--- src/sv/ctc_pkg.sv ---
package ctc_pkg;

	localparam int ID_SLOTS = 4;
	localparam int LIMIT_W = 16;
	localparam int BYTE_W = 8;
	localparam int CMD_W = 3;
	localparam int INDEX_W = 3;

	// command field codes
	localparam logic [CMD_W-1:0] CMD_TICK = 3'd0;
	localparam logic [CMD_W-1:0] CMD_STATUS = 3'd1;
	localparam logic [CMD_W-1:0] CMD_CHAR = 3'd2;
	localparam logic [CMD_W-1:0] CMD_SINGLE = 3'd3;
	localparam logic [CMD_W-1:0] CMD_ALL = 3'd4;

	// operation field codes
	localparam logic [BYTE_W-1:0] OPC_CLOSE = 8'h00;
	localparam logic [BYTE_W-1:0] OPC_OPEN = 8'h01;
	localparam logic [BYTE_W-1:0] OPC_STOP = 8'h02;

	localparam logic [3:0] ALL_NIBBLE = 4'hF;

	// register indexes
	localparam logic [INDEX_W-1:0] REG_LIMIT = 3'd0;
	localparam logic [INDEX_W-1:0] REG_ID0 = 3'd1;
	localparam logic [INDEX_W-1:0] REG_ID1 = 3'd2;
	localparam logic [INDEX_W-1:0] REG_ID2 = 3'd3;
	localparam logic [INDEX_W-1:0] REG_ID3 = 3'd4;
	localparam logic [INDEX_W-1:0] REG_VERSION = 3'd5;
	localparam logic [INDEX_W-1:0] REG_MAKER = 3'd6;
	localparam logic [INDEX_W-1:0] REG_FEATURE = 3'd7;

	localparam logic [LIMIT_W-1:0] LIMIT_RESET = 16'd100;
	localparam logic [BYTE_W-1:0] VERSION_RESET = 8'hFF;
	localparam logic [BYTE_W-1:0] MAKER_RESET = 8'hFF;
	localparam logic [BYTE_W-1:0] FEATURE_RESET = 8'h00;

	// response types and status codes
	localparam logic [BYTE_W-1:0] RSP_STATUS = 8'h81;
	localparam logic [BYTE_W-1:0] RSP_CHAR = 8'h8F;
	localparam logic [BYTE_W-1:0] RSP_CTRL = 8'hC1;
	localparam logic [BYTE_W-1:0] CODE_CLOSED = 8'h02;
	localparam logic [BYTE_W-1:0] CODE_OPENED = 8'h01;
	localparam logic [BYTE_W-1:0] CODE_CLOSING = 8'h04;
	localparam logic [BYTE_W-1:0] CODE_OPENING = 8'h08;
	localparam logic [BYTE_W-1:0] CODE_STOPPED = 8'h00;

	typedef enum logic [2:0] {
		K_TICK = 3'd0,
		K_STATUS = 3'd1,
		K_CHAR = 3'd2,
		K_SINGLE = 3'd3,
		K_ALL = 3'd4
	} kind_t;

	typedef enum logic [1:0] {
		OP_CLOSE = 2'd0,
		OP_OPEN = 2'd1,
		OP_STOP = 2'd2,
		OP_HALT = 2'd3
	} op_t;

	typedef struct packed {
		kind_t kind;
		op_t op;
	} cmd_t;

	typedef enum logic [2:0] {
		ST_CLOSED = 3'd0,
		ST_OPENED = 3'd1,
		ST_CLOSING = 3'd2,
		ST_OPENING = 3'd3,
		ST_STOPPED = 3'd4
	} status_t;

	typedef enum logic [1:0] {
		MV_CLOSE = 2'd0,
		MV_OPEN = 2'd1,
		MV_STOP = 2'd2,
		MV_IDLE = 2'd3
	} motion_t;

	typedef struct packed {
		status_t status;
		motion_t motion;
		logic [LIMIT_W-1:0] pos;
	} slot_t;

endpackage

--- src/sv/curtain_travel_controller_top.sv ---
// Curtain travel controller for CURTAINS slots. One command is taken per cycle
// (a transfer on cmd_valid/cmd_stall); it is classified on entry and goes into a
// four-entry queue, and the back end retires the queue head, updating every slot
// in parallel. A query or a matched single control passes the queue and the
// registered response stage before its response shows on rsp. cmd_stall rises
// only when the queue is full, which happens when responses are held by rsp_stall;
// ticks, all-controls, unknown commands and unmatched single controls give no
// response. Write the configuration registers only while nothing is in flight.
module curtain_travel_controller_top #(
	parameter int CURTAINS = 4
) (
	input logic clk,
	input logic arst_n,
	input logic cmd_valid,
	output logic cmd_stall,
	input logic [2:0] command,
	input logic [7:0] sub_id,
	input logic [7:0] operation,
	output logic rsp_valid,
	input logic rsp_stall,
	output logic [7:0] response_type,
	output logic [7:0] body_first,
	output logic [7:0] body_second,
	output logic [7:0] body_third,
	input logic cfg_valid,
	output logic cfg_ready,
	input logic [2:0] cfg_index,
	input logic [15:0] cfg_data
);

	localparam int CMD_BITS = $bits(ctc_pkg::cmd_t);
	localparam int QW = CMD_BITS + CURTAINS;

	logic [ctc_pkg::LIMIT_W-1:0] limit_q;
	logic [ctc_pkg::ID_SLOTS-1:0][ctc_pkg::BYTE_W-1:0] ids_q;
	logic [ctc_pkg::BYTE_W-1:0] version_q;
	logic [ctc_pkg::BYTE_W-1:0] maker_q;
	logic [ctc_pkg::BYTE_W-1:0] feature_q;

	ctc_pkg::cmd_t front_cmd;
	logic [CURTAINS-1:0] front_mask;
	logic q_push;
	logic q_full;
	logic q_valid;
	logic q_pop;
	logic [QW-1:0] q_out;

	assign cfg_ready = 1'b1;

	always_ff @(posedge clk or negedge arst_n) begin
		if (!arst_n) begin
			limit_q <= ctc_pkg::LIMIT_RESET;
			ids_q <= '0;
			version_q <= ctc_pkg::VERSION_RESET;
			maker_q <= ctc_pkg::MAKER_RESET;
			feature_q <= ctc_pkg::FEATURE_RESET;
		end else if (cfg_valid && cfg_ready) begin
			unique case (cfg_index)
				ctc_pkg::REG_LIMIT: limit_q <= cfg_data;
				ctc_pkg::REG_ID0: ids_q[0] <= cfg_data[7:0];
				ctc_pkg::REG_ID1: ids_q[1] <= cfg_data[7:0];
				ctc_pkg::REG_ID2: ids_q[2] <= cfg_data[7:0];
				ctc_pkg::REG_ID3: ids_q[3] <= cfg_data[7:0];
				ctc_pkg::REG_VERSION: version_q <= cfg_data[7:0];
				ctc_pkg::REG_MAKER: maker_q <= cfg_data[7:0];
				ctc_pkg::REG_FEATURE: feature_q <= cfg_data[7:0];
				default: limit_q <= limit_q;
			endcase
		end
	end

	ctc_front #(
		.CURTAINS(CURTAINS)
	) u_front (
		.cmd_valid(cmd_valid),
		.cmd_stall(cmd_stall),
		.command(command),
		.sub_id(sub_id),
		.operation(operation),
		.slot_ids(ids_q),
		.q_full(q_full),
		.q_push(q_push),
		.q_cmd(front_cmd),
		.q_mask(front_mask)
	);

	ctc_queue #(
		.W(QW)
	) u_queue (
		.clk(clk),
		.arst_n(arst_n),
		.push(q_push),
		.data_in({front_cmd, front_mask}),
		.full(q_full),
		.pop(q_pop),
		.valid(q_valid),
		.data_out(q_out)
	);

	ctc_back #(
		.CURTAINS(CURTAINS)
	) u_back (
		.clk(clk),
		.arst_n(arst_n),
		.q_valid(q_valid),
		.q_cmd(ctc_pkg::cmd_t'(q_out[QW-1 -: CMD_BITS])),
		.q_mask(q_out[CURTAINS-1:0]),
		.q_pop(q_pop),
		.travel_limit(limit_q),
		.version_byte(version_q),
		.maker_code(maker_q),
		.feature_byte(feature_q),
		.rsp_valid(rsp_valid),
		.rsp_stall(rsp_stall),
		.response_type(response_type),
		.body_first(body_first),
		.body_second(body_second),
		.body_third(body_third)
	);

endmodule

--- src/sv/ctc_front.sv ---
module ctc_front #(
	parameter int CURTAINS = 4
) (
	input logic cmd_valid,
	output logic cmd_stall,
	input logic [ctc_pkg::CMD_W-1:0] command,
	input logic [ctc_pkg::BYTE_W-1:0] sub_id,
	input logic [ctc_pkg::BYTE_W-1:0] operation,
	input logic [ctc_pkg::ID_SLOTS-1:0][ctc_pkg::BYTE_W-1:0] slot_ids,
	input logic q_full,
	output logic q_push,
	output ctc_pkg::cmd_t q_cmd,
	output logic [CURTAINS-1:0] q_mask
);

	logic [CURTAINS-1:0] id_hit;
	logic keep;

	// slots without an id register answer to sub id zero
	for (genvar i = 0; i < CURTAINS; i++) begin : g_hit
		if (i < ctc_pkg::ID_SLOTS) begin : g_reg
			assign id_hit[i] = (sub_id == slot_ids[i]);
		end else begin : g_zero
			assign id_hit[i] = (sub_id == '0);
		end
	end

	always_comb begin
		q_mask = id_hit | {CURTAINS{sub_id[3:0] == ctc_pkg::ALL_NIBBLE}};
		keep = 1'b1;
		q_cmd.kind = ctc_pkg::K_TICK;
		unique case (command)
			ctc_pkg::CMD_TICK: q_cmd.kind = ctc_pkg::K_TICK;
			ctc_pkg::CMD_STATUS: q_cmd.kind = ctc_pkg::K_STATUS;
			ctc_pkg::CMD_CHAR: q_cmd.kind = ctc_pkg::K_CHAR;
			ctc_pkg::CMD_SINGLE: begin
				q_cmd.kind = ctc_pkg::K_SINGLE;
				// drop a single control that names no slot
				keep = |id_hit;
			end
			ctc_pkg::CMD_ALL: q_cmd.kind = ctc_pkg::K_ALL;
			default: keep = 1'b0;
		endcase
		unique case (operation)
			ctc_pkg::OPC_CLOSE: q_cmd.op = ctc_pkg::OP_CLOSE;
			ctc_pkg::OPC_OPEN: q_cmd.op = ctc_pkg::OP_OPEN;
			ctc_pkg::OPC_STOP: q_cmd.op = ctc_pkg::OP_STOP;
			default: q_cmd.op = ctc_pkg::OP_HALT;
		endcase
	end

	assign cmd_stall = q_full;
	assign q_push = cmd_valid && !q_full && keep;

endmodule

--- src/sv/ctc_queue.sv ---
module ctc_queue #(
	parameter int W = 8
) (
	input logic clk,
	input logic arst_n,
	input logic push,
	input logic [W-1:0] data_in,
	output logic full,
	input logic pop,
	output logic valid,
	output logic [W-1:0] data_out
);

	localparam int DEPTH = 4;
	localparam int PTR_W = $clog2(DEPTH);
	localparam int CNT_W = $clog2(DEPTH + 1);
	localparam logic [CNT_W-1:0] DEPTH_C = CNT_W'(DEPTH);

	logic [W-1:0] entry_q [DEPTH];
	logic [PTR_W-1:0] wr_ptr_q;
	logic [PTR_W-1:0] rd_ptr_q;
	logic [CNT_W-1:0] count_q;
	logic do_push;
	logic do_pop;

	assign full = (count_q == DEPTH_C);
	assign valid = (count_q != '0);
	assign data_out = entry_q[rd_ptr_q];
	assign do_push = push && !full;
	assign do_pop = pop && valid;

	always_ff @(posedge clk) begin
		if (do_push) begin
			entry_q[wr_ptr_q] <= data_in;
		end
	end

	always_ff @(posedge clk or negedge arst_n) begin
		if (!arst_n) begin
			wr_ptr_q <= '0;
			rd_ptr_q <= '0;
			count_q <= '0;
		end else begin
			if (do_push) begin
				wr_ptr_q <= wr_ptr_q + PTR_W'(1);
			end
			if (do_pop) begin
				rd_ptr_q <= rd_ptr_q + PTR_W'(1);
			end
			unique case ({do_push, do_pop})
				2'b10: count_q <= count_q + CNT_W'(1);
				2'b01: count_q <= count_q - CNT_W'(1);
				default: count_q <= count_q;
			endcase
		end
	end

endmodule

--- src/sv/ctc_back.sv ---
module ctc_back #(
	parameter int CURTAINS = 4
) (
	input logic clk,
	input logic arst_n,
	input logic q_valid,
	input ctc_pkg::cmd_t q_cmd,
	input logic [CURTAINS-1:0] q_mask,
	output logic q_pop,
	input logic [ctc_pkg::LIMIT_W-1:0] travel_limit,
	input logic [ctc_pkg::BYTE_W-1:0] version_byte,
	input logic [ctc_pkg::BYTE_W-1:0] maker_code,
	input logic [ctc_pkg::BYTE_W-1:0] feature_byte,
	output logic rsp_valid,
	input logic rsp_stall,
	output logic [ctc_pkg::BYTE_W-1:0] response_type,
	output logic [ctc_pkg::BYTE_W-1:0] body_first,
	output logic [ctc_pkg::BYTE_W-1:0] body_second,
	output logic [ctc_pkg::BYTE_W-1:0] body_third
);

	localparam int LW = ctc_pkg::LIMIT_W;

	// travel by one step when one is set, otherwise only settle finished motion
	function automatic ctc_pkg::slot_t step(ctc_pkg::slot_t s, logic [LW-1:0] lim,
			logic one);
		ctc_pkg::slot_t r;
		logic [LW:0] up;
		r = s;
		up = {1'b0, s.pos} + {{LW{1'b0}}, one};
		unique case (s.motion)
			ctc_pkg::MV_CLOSE: begin
				if (s.pos == '0 || (one && s.pos == LW'(1))) begin
					r.pos = '0;
					r.motion = ctc_pkg::MV_IDLE;
					r.status = ctc_pkg::ST_CLOSED;
				end else begin
					r.pos = s.pos - {{(LW-1){1'b0}}, one};
				end
			end
			ctc_pkg::MV_OPEN: begin
				if (up > {1'b0, lim}) begin
					r.pos = lim;
					r.motion = ctc_pkg::MV_IDLE;
					r.status = ctc_pkg::ST_OPENED;
				end else begin
					r.pos = up[LW-1:0];
				end
			end
			ctc_pkg::MV_STOP: begin
				r.motion = ctc_pkg::MV_IDLE;
				r.status = ctc_pkg::ST_STOPPED;
			end
			default: r = s;
		endcase
		return r;
	endfunction

	// skip a slot that already is where the operation would take it
	function automatic ctc_pkg::slot_t operate(ctc_pkg::slot_t s, ctc_pkg::op_t op,
			logic hit);
		ctc_pkg::slot_t r;
		r = s;
		if (hit) begin
			unique case (op)
				ctc_pkg::OP_CLOSE: begin
					if (s.status != ctc_pkg::ST_CLOSING && s.status != ctc_pkg::ST_CLOSED) begin
						r.status = ctc_pkg::ST_CLOSING;
						r.motion = ctc_pkg::MV_CLOSE;
					end
				end
				ctc_pkg::OP_OPEN: begin
					if (s.status != ctc_pkg::ST_OPENING && s.status != ctc_pkg::ST_OPENED) begin
						r.status = ctc_pkg::ST_OPENING;
						r.motion = ctc_pkg::MV_OPEN;
					end
				end
				ctc_pkg::OP_STOP: begin
					if (s.status != ctc_pkg::ST_CLOSED && s.status != ctc_pkg::ST_OPENED) begin
						r.motion = ctc_pkg::MV_STOP;
					end
				end
				default: r.motion = ctc_pkg::MV_IDLE;
			endcase
		end
		return r;
	endfunction

	function automatic logic [ctc_pkg::BYTE_W-1:0] status_code(ctc_pkg::status_t st);
		logic [ctc_pkg::BYTE_W-1:0] c;
		unique case (st)
			ctc_pkg::ST_CLOSED: c = ctc_pkg::CODE_CLOSED;
			ctc_pkg::ST_OPENED: c = ctc_pkg::CODE_OPENED;
			ctc_pkg::ST_CLOSING: c = ctc_pkg::CODE_CLOSING;
			ctc_pkg::ST_OPENING: c = ctc_pkg::CODE_OPENING;
			default: c = ctc_pkg::CODE_STOPPED;
		endcase
		return c;
	endfunction

	ctc_pkg::slot_t slot_q [CURTAINS];
	ctc_pkg::slot_t settled [CURTAINS];
	ctc_pkg::slot_t acted [CURTAINS];
	ctc_pkg::slot_t slot_nxt [CURTAINS];

	logic is_tick;
	logic is_ctrl;
	logic has_result;
	logic [ctc_pkg::BYTE_W-1:0] type_nxt;
	logic [ctc_pkg::BYTE_W-1:0] first_nxt;
	logic [ctc_pkg::BYTE_W-1:0] second_nxt;
	logic [ctc_pkg::BYTE_W-1:0] third_nxt;

	logic rsp_valid_q;
	logic [ctc_pkg::BYTE_W-1:0] response_type_q;
	logic [ctc_pkg::BYTE_W-1:0] body_first_q;
	logic [ctc_pkg::BYTE_W-1:0] body_second_q;
	logic [ctc_pkg::BYTE_W-1:0] body_third_q;

	assign is_tick = (q_cmd.kind == ctc_pkg::K_TICK);
	assign is_ctrl = (q_cmd.kind == ctc_pkg::K_SINGLE) || (q_cmd.kind == ctc_pkg::K_ALL);

	always_comb begin
		for (int i = 0; i < CURTAINS; i++) begin
			settled[i] = step(slot_q[i], travel_limit, is_tick);
			acted[i] = step(operate(settled[i], q_cmd.op, q_mask[i]), travel_limit, 1'b0);
			slot_nxt[i] = is_ctrl ? acted[i] : settled[i];
		end
	end

	always_comb begin
		has_result = 1'b0;
		type_nxt = ctc_pkg::RSP_STATUS;
		first_nxt = '0;
		second_nxt = status_code(settled[0].status);
		third_nxt = '0;
		unique case (q_cmd.kind)
			ctc_pkg::K_STATUS: has_result = 1'b1;
			ctc_pkg::K_CHAR: begin
				has_result = 1'b1;
				type_nxt = ctc_pkg::RSP_CHAR;
				first_nxt = version_byte;
				second_nxt = maker_code;
				third_nxt = feature_byte;
			end
			ctc_pkg::K_SINGLE: begin
				has_result = 1'b1;
				type_nxt = ctc_pkg::RSP_CTRL;
				second_nxt = status_code(acted[0].status);
			end
			default: has_result = 1'b0;
		endcase
	end

	// hold the head while a result waits that cannot leave this cycle
	assign q_pop = q_valid && (!has_result || !rsp_valid_q || !rsp_stall);

	always_ff @(posedge clk or negedge arst_n) begin
		if (!arst_n) begin
			for (int i = 0; i < CURTAINS; i++) begin
				slot_q[i].status <= ctc_pkg::ST_CLOSED;
				slot_q[i].motion <= ctc_pkg::MV_IDLE;
				slot_q[i].pos <= '0;
			end
			rsp_valid_q <= 1'b0;
		end else begin
			if (q_pop) begin
				for (int i = 0; i < CURTAINS; i++) begin
					slot_q[i] <= slot_nxt[i];
				end
			end
			if (q_pop && has_result) begin
				rsp_valid_q <= 1'b1;
			end else if (!rsp_stall) begin
				rsp_valid_q <= 1'b0;
			end
		end
	end

	always_ff @(posedge clk) begin
		if (q_pop && has_result) begin
			response_type_q <= type_nxt;
			body_first_q <= first_nxt;
			body_second_q <= second_nxt;
			body_third_q <= third_nxt;
		end
	end

	assign rsp_valid = rsp_valid_q;
	assign response_type = response_type_q;
	assign body_first = body_first_q;
	assign body_second = body_second_q;
	assign body_third = body_third_q;

endmodule
--- config.mk ---
export PLATFORM = sky130hd
export DESIGN_NAME = curtain_travel_controller_top
export DESIGN_NICKNAME = d
export VERILOG_FILES = /design/src/sv/ctc_pkg.sv /design/src/sv/curtain_travel_controller_top.sv /design/src/sv/ctc_front.sv /design/src/sv/ctc_queue.sv /design/src/sv/ctc_back.sv
export SDC_FILE = /design/constraint.sdc
export NUM_CORES = 1
export LEC_CHECK = 0
export ABC_AREA = 0
export BUFFER_PORTS_ARGS = -buffer_cell sky130_fd_sc_hd__buf_2
export CORE_ASPECT_RATIO = 1.5
export CORE_MARGIN = 2
export CORE_UTILIZATION = 25
export DETAILED_ROUTE_END_ITERATION = 6
export GPL_TIMING_DRIVEN = 1
export HOLD_SLACK_MARGIN = 0.02
export MAX_ROUTING_LAYER = met4
export PLACE_DENSITY = 0.39
export SLEW_MARGIN = 5
export SYNTH_ARGS = -nofsm -noshare
export SYNTH_HDL_FRONTEND = slang
export SYNTH_HIERARCHICAL = 1
export SYNTH_SLANG_ARGS = --single-unit
--- constraint.sdc ---
create_clock -name clk -period 10.9 [get_ports clk]
set_clock_uncertainty 0.2 [all_clocks]
set_input_delay 1.635 -clock clk [delete_from_list [all_inputs] [get_ports clk]]
set_output_delay 1.635 -clock clk [all_outputs]
set_load 0.01 [all_outputs]
# Yosys cells after proc, flatten, opt, wreduce, memory -nomap -nowiden
# Memories as Yosys holds them, arrays and structs flattened.
# Cells that the tools add are included.
totals:
  reg_bits: 133
  ram_bits: 36
  input_bits: 43
  output_inout_bits: 35
  elab_cells: 146
  memories: 1
memory_table:
  columns: ["memory", "words", "word_bits", "rd", "rd_clocked_by_memory_dff", "wr", "line", "rtl"]
  rows:
  - ["u_queue.entry_q", 4, 9, 1, 0, 1, "ctc_queue.sv:19", "logic [W-1:0] entry_q [DEPTH];"]
op_classes:
  n_addsub: 6
  magnitude_cmp: 2
  eq_ne: 42
  muxes: 32
  bitwise: 1
  n_reduce_logical: 43
op_table:
  columns: ["operator", "n"]
  rows:
  - ["2-to-1 mux 16 bit", 4]
  - ["case mux 16 bit (2 select lines)", 2]
  - ["2-to-1 mux 5 bit", 7]
  - ["== test 8 bit", 4]
  - ["logical NOT 16 bit", 2]
  - ["case mux 4 bit (4 select lines)", 2]
  - ["== test 3 x 2 -> 1 bit, second input constant", 10]
  - ["case mux 5 bit (3 select lines)", 2]
  - ["== test 3 bit, second input constant", 7]
  - ["2-to-1 mux 21 bit", 1]
  - ["adder 16 x 1 -> 17 bit", 1]
  - ["greater-than comparator 17 x 16 -> 1 bit", 1]
  - ["== test 16 x 1 -> 1 bit, second input constant", 1]
  - ["greater-than comparator 16 bit", 1]
  - ["case mux 8 bit (2 select lines)", 1]
  - ["AND reduction 2 bit", 8]
  - ["subtractor 16 x 1 -> 16 bit", 1]
  - ["== test 3 x 1 -> 1 bit, second input constant", 5]
  - ["logical NOT 3 bit", 5]
  - ["case mux 7 bit (2 select lines)", 1]
  - ["case mux 2 bit (3 select lines)", 2]
  - ["case mux 3 bit (2 select lines)", 2]
  - ["case mux 3 bit (4 select lines)", 1]
  - ["logical AND 1 bit", 10]
  - ["23 further kinds", 45]

# Logic depth before layout (Yosys ltp)
# An unclocked memory read counts as a cell.
depth:
  ltp_word: 16
  depth_mapped: 33
  mapped_depth_nobuf: 28

# By module
# Netlist, hierarchy kept.
modules_own_cells:
  columns: ["module", "instances", "cells_each", "area_each_um2", "seq_area_each_um2"]
  rows:
  - ["ctc_back", 1, 578, 4800.9, 1333.8]
  - ["curtain_travel_controller_top", 1, 162, 2826.5, 1825.5]
  - ["ctc_queue", 1, 84, 1741.7, 1256.2]
  - ["ctc_front", 1, 70, 518.0, 0.0]

# Worst setup path after synthesis
# Ideal clock, no wire load.
synth_path:
  kind: "register -> register"
  startpoint: "reg u_queue.rd_ptr_q[0]"
  endpoint: "reg u_back/slot_q[72] (netlist name)"
  setup_ns: 0.073
  arrival_time_ns: 6.467
  required_ns: 10.627
  slack_ns: 4.160
  stages_incl_launch_ff: 33
  n_path_buf: 5
  synth_period_minus_slack_ns: 6.740
  path_cell_list: "dfrtp_1 buf_4 mux4_2 clkbuf_1 nor3_1 ha_1 ha_1 nand3_1 nor4_2 nand2_1 xnor2_1 ha_1 nand3_1 or3_1 nand3b_1 o211a_1 buf_2 nor2_4 a311o_1 ha_1 nor2b_1 o21a_1 o21a_1 o211ai_1 a21oi_1 o21ai_0 a31o_2 nor2b_1 clkbuf_1 clkbuf_1 nand2_1 o2bb2ai_1 a21oi_2"
synth_via:
  elab_chain_len: 14
  word_cells_on_any_way: 47
synth_lines:
  columns: ["element", "line", "rtl"]
  rows:
  - ["start: declaration", "ctc_queue.sv:21", "logic [PTR_W-1:0] rd_ptr_q;"]
  - ["start signal: assignment", "ctc_queue.sv:48", "rd_ptr_q <= rd_ptr_q + PTR_W'(1);"]
  - ["memory (4 x 9 bit) (*)", null, null]
  - ["via q_out[8]", "curtain_travel_controller_top.sv:46", "logic [QW-1:0] q_out;"]
  - ["logical NOT 3 bit", "ctc_back.sv:120", "assign is_tick = (q_cmd.kind == ctc_pkg::K_TICK);"]
  - ["adder 16 x 1 -> 17 bit or logical AND 1 bit (tied branches)", "ctc_back.sv:30, ctc_back.sv:33", null]
  - ["greater-than comparator 17 x 16 -> 1 bit or logical OR 1 bit (tied branches)", "ctc_back.sv:42, ctc_back.sv:33", null]
  - ["2-to-1 mux 5 bit (on tied branches)", "ctc_back.sv:42, ctc_back.sv:33", null]
  - ["case mux 5 bit (3 select lines)", "ctc_back.sv:31", "unique case (s.motion)"]
  - ["inequality test 3 x 1 -> 1 bit, or another cell as far along", "ctc_back.sv:73, ctc_back.sv:79", null]
  - ["logical AND 1 bit (on tied branches)", "ctc_back.sv:79, ctc_back.sv:67, ctc_back.sv:73", null]
  - ["2-to-1 mux 2 bit, or another cell as far along", "ctc_back.sv:79", "if (s.status != ctc_pkg::ST_CLOSED && s.status != ctc_pkg::ST_OPENED) begin"]
  - ["case mux 2 bit (3 select lines)", "ctc_back.sv:65", "unique case (op)"]
  - ["2-to-1 mux 5 bit", "ctc_back.sv:64", "if (hit) begin"]
  - ["== test 2 x 1 -> 1 bit or logical NOT 2 bit (tied branches)", "ctc_back.sv:31", null]
  - ["case mux 16 bit (2 select lines)", "ctc_back.sv:31", null]
  - ["2-to-1 mux 21 bit", "ctc_back.sv:127", "slot_nxt[i] = is_ctrl ? acted[i] : settled[i];"]
  - ["end signal: indexed assignment", "ctc_back.sv:169", "slot_q[i] <= slot_nxt[i];"]
  - ["end: declaration", "ctc_back.sv:101", "ctc_pkg::slot_t slot_q [CURTAINS];"]
# Mark *: on every way through the listed nets, which the timed path passes. The rest lies on a longest branch.
# A chain may end at the register's enable or synchronous reset.

# Final worst setup path
layout_path:
  startpoint: "reg u_queue.rd_ptr_q[0]"
  endpoint: "reg u_back/slot_q[69] (netlist name)"
# Same word-level chain as after synthesis.

==> metrics.log <==
[metrics] Area growth, synth to finish: 13.8%
[metrics] stage delay of the slowest cell on the critical path: 0.69 ns
[metrics] Syn. warnings: 6
[metrics] routed wire length: approximately 28000 um
[metrics] Setup CP Type: reg -> reg
[metrics] Placed Instances: between 1k and 1.5k
[metrics] status: finished, final reports clean
[metrics] Bufs on Longest Clock Path: 2
[metrics] RSZ-0062 raised after global routing: false
[metrics] total negative slack: 0 ns
[metrics] leakage power figure: around 0.0042 uW
[metrics] Worst Setup End Kind: flip-flop
[metrics] Multi-input gate area: a little under 5000 um^2
[metrics] global-route met3 utilization: ~2.2%
[metrics] IO buf count: just over 70
[metrics] number of vias per cell: 4.91
[metrics] post-CTS repair timing setup buffer count: 0
[metrics] CP Data Required Time: 11.05 ns
[metrics] worst-margin pin slew: approximately 1.1 ns
[metrics] endpoint of the most critical register-to-register path: u_back/slot_q[69]
[metrics] crit path launch type: flip-flop
[metrics] Die Outline Area: between 30000 and 40000 um^2
[metrics] chip height: about 240 um
[metrics] Avg Cell Area, Syn: between 10 and 15 um^2
[metrics] number of gates resized after cts: 0
[metrics] Post-Synthesis Cells: 876
[metrics] Final GP Congestion: 0.861
[metrics] CP max stage cell: mux4_2
[metrics] worst endpoint data arrival time: ~8.5 ns
[metrics] start of the worst register-to-register path: u_queue/rd_ptr_q[0]
[metrics] achievable clock frequency: ~120 MHz
[metrics] area after detailed placement: just over 10000 um^2
[metrics] clock transition at the register clock pins on the worst setup and hold paths after CTS: roughly 0.080 ns
[metrics] global-route met2 utilization: about 27%
[metrics] number of global-route vias before repair: 7166
[metrics] setup slack after placement: 2.55 ns
[metrics] WL per Instance: about 20 um
[metrics] minimum setup slack in the final design: between 2 and 3 ns
[metrics] post-route minimum period: 8.30 ns
[metrics] fraction of final layout cells with drive strength greater than 1: between 20% and 30%
[metrics] number of maximum-capacitance violations: 0
[metrics] # nets final: approximately 1.0k
[metrics] max-slew headroom at the worst pin: roughly 23%
[metrics] area of the mapped netlist: about 9400 um^2
[metrics] global route hottest layer: met2
[metrics] Antenna Violating Nets Remaining: 0
[metrics] horizontal extent of the die: roughly 160 um
[metrics] number of cell rows: between 80 and 90
[metrics] maximum number of pins on one net before global-route repair: just over 70
[metrics] number of buffers added by the clock tree synthesis step: 17
[metrics] depth of the worst register-to-register path: 28
[metrics] global-route wire length before repair: roughly 44000 um
[metrics] Total GRT Usage: ~15%
[metrics] Starting Density: about 25%
[metrics] Reg2Reg Setup Slack: 2.60 ns
[metrics] Fill cells: ~4k
[metrics] clk sink count: roughly 150
[metrics] portion of the clock cycle consumed by the worst path in the final layout: approximately 76%
[metrics] non-filler instance count after layout: about 1.4k
[metrics] class of the tightest hold or removal check: reg -> reg
[metrics] gr ovfl total: 0
[metrics] hold path startpoint: feature_q[4]
[metrics] Slew Viols, Final: 0
[metrics] post-route cell area: around 11000 um^2
[metrics] Peak VDD IR: 0.000115 V
[metrics] drt pass-1 iters: 5
[metrics] CTS H-tree depth: 4
[metrics] number of remaining DRC errors: 0
[metrics] total number of vias: between 6k and 7k
[metrics] Pwr Density: approximately 330 nW/um^2
[metrics] total setup violations reported at the end of the flow: 0
[metrics] number of antenna violations at the first check in global routing: 0
[metrics] maximum fanout count along the critical path: 15
[metrics] Final Hold Fails: 0
[metrics] master cell of the clock root buffer: clkbuf_16
[metrics] hold buffer count at CTS: 0
[metrics] DPL Wire Length: roughly 21000 um
[metrics] register cell area after layout: between 4000 and 5000 um^2
[metrics] number of stages on the worst hold path: 1
[metrics] CTS tree: built
[metrics] Diodes inserted: 0
[metrics] clock network latency to the later pin of the worst-skew pair: between 0.4 and 0.5 ns
[metrics] IO Pins: 78
[metrics] core area: 37400 um^2
[metrics] M1 GR Usage: about 16%
[metrics] Most Frequent Cell on Critical Path: ha_1
[metrics] worst-case hold path end point: feature_q[4]
[metrics] number of DRC violations after detailed-routing iteration 0: between 400 and 500
## stage by stage
step	util (%)	power, uW	hold slack (ns)
2_1_floorplan	-	2390	0.271
3_3_place_gp	27.2	2980	0.279
3_5_place_dp	27.2	2970	0.287
4_1_cts	28.7	3580	0.304
5_1_grt	28.7	3830	0.315
6_report	28.7	3550	0.298
## cells in the final DEF (no fill, tap or decap), drive strengths merged, types with 10 or more instances in the layout
cell type   n
buf        81
a21oi      55
nand4      26
a211oi     10
ha         47
o31ai      13
nor2       44
nand3      13
edfxtp     50
nor2b      11
o211ai     11
xnor2      44
clkbuf     17
inv        45
nand2      46
dfrtp      80
o21ai      46
and2       28
nor4       13
dfstp      21
mux2       73
a221oi     13
nor3       17
## worst max-delay path, delay by kind of cell, from the launching register on
| kind | cells | cell delay [ns] |
|---|---|---|
| AO/OA/AOI/OAI | 11 | 2.43 |
| multiplexers | 1 | 0.69 |
| adder cells (fa/ha/maj) | 4 | 1.00 |
| flip-flops | 1 | 0.60 |
| XOR/XNOR | 1 | 0.17 |
| buffers and inverters | 2 | 0.44 |
| AND/OR/NAND/NOR | 9 | 2.67 |
## layout make-up
cell class | instances | area share, %
multi-input cells | 631 | 46.0
flip-flops and latches | 151 | 37.7
well taps | 489 | 5.69
repair buffers | 81 | 4.00
clock buffers | 17 | 3.96
clock inverters | 15 | 1.42
inverters | 35 | 1.22
## power breakdown
part / internal [uW] / switching [uW]
sequential: 812 / 182
clock: 305 / 283
combinational: 752 / 1210
total: 1870 / 1680
## registers in the layout, indices dropped and copies added, names as in the netlist
register	cells
feature_q	8
u_back/response_type	2
limit_q	16
maker_q	8
u_queue/entry_q	24
u_back/body_second	8
u_back/slot_q	21
version_q	8
u_back/body_first	8
u_back/rsp_valid	1
u_queue/count_q	3
ids_q	32
u_queue/wr_ptr_q	2
u_back/body_third	8
u_queue/rd_ptr_q	2
## metal layers
layer / vias up / routed length (um)
met3: 49 / 771
li1: 3302 / -
met4: 0 / 1040
met2: 136 / 15500
met1: 3474 / 11100
met5: - / 0
## worst max-delay path by stage
stage / from / to / slack, ns / cells past startpoint
3_3_place_gp: u_queue/rd_ptr_q[0] / u_back/slot_q[69] / 2.51 / 28
5_1_grt: u_queue/rd_ptr_q[0] / u_back/slot_q[69] / 1.83 / 28
3_5_place_dp: u_queue/rd_ptr_q[0] / u_back/slot_q[69] / 2.55 / 23
6_report: u_queue/rd_ptr_q[0] / u_back/slot_q[69] / 2.60 / 28
2_1_floorplan: u_queue/rd_ptr_q[0] / u_back/slot_q[72] / 4.20 / 32
4_1_cts: u_queue/rd_ptr_q[0] / u_back/slot_q[69] / 2.55 / 23
(Power assumes the default switching activity.)
